File: src/hdl/mst_pkg.sv
// ----------------------------------------------------------------------------
// mst_pkg
// Shared constants and types for the minimum spanning tree block.
// ----------------------------------------------------------------------------
package mst_pkg;

  localparam int VERTEX_BITS = 5;
  localparam int NUM_LABELS  = 2 ** VERTEX_BITS;
  localparam int COST_BITS   = 21;

  // one write into the component label store
  typedef struct packed {
    logic                   en;
    logic [VERTEX_BITS-1:0] addr;
    logic [VERTEX_BITS-1:0] data;
  } lbl_wr_t;

endpackage
// ----------------------------------------------------------------------------

File: src/hdl/mst_label_store.sv
// ----------------------------------------------------------------------------
// mst_label_store
// Component label memory: one write port, two registered read ports.
// ----------------------------------------------------------------------------
module mst_label_store import mst_pkg::*; (
  input  logic                   clk_i,
  input  lbl_wr_t                wr_i,
  input  logic [VERTEX_BITS-1:0] raddr_a_i,
  input  logic [VERTEX_BITS-1:0] raddr_b_i,
  output logic [VERTEX_BITS-1:0] rdata_a_o,
  output logic [VERTEX_BITS-1:0] rdata_b_o
);

  logic [VERTEX_BITS-1:0] mem [NUM_LABELS];
  logic [VERTEX_BITS-1:0] rdata_a_q;
  logic [VERTEX_BITS-1:0] rdata_b_q;

  always_ff @(posedge clk_i) begin
    if (wr_i.en) begin
      mem[wr_i.addr] <= wr_i.data;
    end
    rdata_a_q <= mem[raddr_a_i];
    rdata_b_q <= mem[raddr_b_i];
  end

  assign rdata_a_o = rdata_a_q;
  assign rdata_b_o = rdata_b_q;

endmodule
// ----------------------------------------------------------------------------

File: config.mk
export PLATFORM = sky130hd
export DESIGN_NAME = mst_label_store
export DESIGN_NICKNAME = d
export VERILOG_FILES = /design/src/hdl/mst_pkg.sv /design/src/hdl/mst_label_store.sv
export SDC_FILE = /design/constraint.sdc
export NUM_CORES = 1
export LEC_CHECK = 0
export ABC_AREA = 1
export BUFFER_PORTS_ARGS = -buffer_cell sky130_fd_sc_hd__buf_4
export CORE_ASPECT_RATIO = 0.75
export CORE_MARGIN = 2
export CORE_UTILIZATION = 40
export DETAILED_ROUTE_END_ITERATION = 7
export MAX_ROUTING_LAYER = met4
export SLEW_MARGIN = 20
export SYNTH_ARGS = -nofsm -noshare
export SYNTH_HDL_FRONTEND = slang
export SYNTH_SLANG_ARGS = --single-unit
export TNS_END_PERCENT = 1
File: constraint.sdc
create_clock -name clk_i -period 1.15 [get_ports clk_i]
set_clock_uncertainty 0.1 [all_clocks]
set_input_delay 0 -clock clk_i [delete_from_list [all_inputs] [get_ports clk_i]]
set_output_delay 0 -clock clk_i [all_outputs]
set_load 0.01 [all_outputs]
==> metrics.txt <==
vias in the first global route=between 7000 and 8000; Main synth FF type=edfxtp_1; Arr. time, crit path=approximately 1.5 ns; Clock Pin Slew Worst Setup and Hold Paths=roughly 0.070 ns; DPL Wire Length=18.0 mm; H-tree depth=4; area share of the largest cell type after synthesis=55.9%; Seq pwr share=approximately 46%; Leak=0.00435 uW; core area=21100 um^2; WL final=approximately 27 mm; Worst Path Max Fanout=2; Req. time, crit path=between 1 and 1.5 ns; Total GRT Usage=between 20% and 30%; synth warn=0; Fin. Hold Viols=5; Vias=7459; std cell rows=46; Yosys top cell by area=edfxtp_1; Setup TNS=-0.720 ns; PD cells=about 1400 nW/um^2; die area=22700 um^2; RSZ-0062 raised after global routing=yes; flops & latches, synth=170; CP Capture Type=flip-flop; Max IR drop VDD=about 0.0015 V; nets@finish=1080; antenna cells=0; status=finished with violations; Worst Min Path Start=raddr_a_i[4]; fin crit period=approximately 1.3 ns; post-CTS setup buffer count=0; crit start category=flip-flop; CP Launch Point=mem[10][2]; post-synthesis sequential area ratio=58.2%; highest attainable clock frequency=798 MHz; Routed Antenna Nets=0; r2r startpoint=mem[10][2]; placed insts=around 1300; Clock power frac=41.9%; Setup WS pre-CTS=-0.188 ns; CTS Buf Count=17; share of cells above drive strength 1=about a fifth; hold_ws=-0.287 ns; synth top area cells=edfxtp_1 (56%), nand2_1 (20%), nand3_1 (15%); Placed Area=between 9000 and 10000 um^2; antenna violations before repair=0; post-route insts no fill=around 1400; drt wl/cell=20.0 um; Finished Cell Area=10500 um^2; Power Internal=11400 uW; Syn Nets=~1000; via/cell ratio=5.49; fin crit share=109%; worst-skew pair later-pin latency=0.44 ns; Synth top cells by count=nand2_1 (450), nand3_1 (252), edfxtp_1 (160); Root Buffer=clkbuf_16; CTS sink cnt=170; cell with the most instances after synthesis=nand2_1; pin count of the biggest net entering global routing=between 40 and 50; Initial Util=around 40%; Rel. slew slack=67.9%; Max Buffers Root-to-Sink=2; gpl congestion=a little over 0.9; switching power=around 3700 uW; critical path class=reg -> reg; Setup-failing EPs final=10; Iteration-0 DRC Markers=between 1000 and 1500; first-pass GRT wire length=around 41 mm; post-synth cell types=15; Worst-Margin Slew=a little under 0.5 ns; syn avg cell area=8.77 um^2; violated checks=hold timing, setup timing; Syn Std Cell Area=8600 um^2; cell count after synthesis=between 900 and 1000; DRC Markers=0; Area growth syn-to-layout=22.7%; max-cap violations=0; First-pass DRT Iterations=6; I/O Pins=32; Die Width=between 150 and 200 um; CTS tree=built; # port buffers=31; fin. max-slew vios=0; number of enable flip-flop cells after synthesis=160; GR Overflow Total=0; cts-stage hold buffer count=7; HP Class=in -> reg; final setup margin=-0.103 ns; sw frac=about a quarter; Gate power share=between 10 and 15%; Die Height=131 um; ys async rst share=0%
## layer usage
layer	wire (um)	vias up	part of all wire, %	global-route usage, %
met1	12600	3543	46	36.9
met4	393	0	1.4	6.83
met3	2580	40	9.5	5.06
met2	11600	418	43	37.1
met5	0	-	0	-
li1	-	3458	-	-
## power by group through the flow
stage	Clock, uW	Sequential [uW]	Combinational [uW]
final	6320	6940	1820
after floorplan	0	7070	927
after global routing	6670	6940	1970
after global placement	0	7070	1680
after detailed placement	0	7070	1690
after CTS	6350	6940	1730
## cell families (layout without fill, tap and decap cells)
kind of cell	Yosys count	count (layout)	share of synthesized area, %
and+or+nand+nor	734	734	35.7
DFF	170	170	58.2
buffers and inverters	77	167	6.10
## registers in the layout, indices dropped and copies added (netlist names)
register and flops:
mem 160, rdata_b_o 5, rdata_a_o 5
## area by class of cell
class                   count  area (um^2)
well taps                 288          360
inverters                  15         71.3
clock inverters            13          199
fillers                  1945        10600
multi-input cells         734         3310
clock buffers              19          433
repair buffers            120         1170
flip-flops and latches    170         5000
## through the flow
| stage | util (%) | hold WS [ns] | power [uW] |
|---|---|---|---|
| after floorplan | - | -0.00113 | 8000 |
| after global placement | 45.5 | 0.164 | 8760 |
| after detailed placement | 45.5 | 0.162 | 8760 |
| after CTS | 49.1 | -0.294 | 15000 |
| after global routing | 49.9 | -0.247 | 15600 |
| final | 49.9 | -0.287 | 15100 |
## worst max-delay path, stage by stage, from the launching register on
cell	delay [ns]
edfxtp_1	0.43
nand2_1	0.10
nand3_2	0.07
nand3_2	0.09
nand2_2	0.08
nand2_1	0.07
nand2_1	0.05
nand2_1	0.07
nand2_1	0.07
## cells in the final DEF, fill, tap and decap left out, drive strengths merged
| master | Yosys | routed |
|---|---|---|
| nand3 | 252 | 252 |
| buf | 54 | 113 |
| dlygate4sd3 | 0 | 7 |
| nand2 | 450 | 450 |
| clkinv | 2 | 9 |
| edfxtp | 160 | 160 |
| inv | 13 | 14 |
| nor2 | 32 | 32 |
| clkbuf | 8 | 19 |
| bufinv | 0 | 5 |
| dfxtp | 10 | 10 |
## repair_timing
action / CTS / global route
gates resized for setup: 16 / 41
pin swaps: 20 / 47
endpoints found under the hold margin: 170 / 5
setup endpoints to repair: 11 / 10
## path summary, 6_finish.rpt
path         cells past startpoint            to  slack (ns)
max                              8  rdata_a_o[2]       -0.10
min                              3  rdata_a_o[1]       -0.29
max reg2reg                      8  rdata_a_o[2]       -0.10
min reg2reg                      8  rdata_b_o[2]        0.68
(Power assumes the default switching activity.)
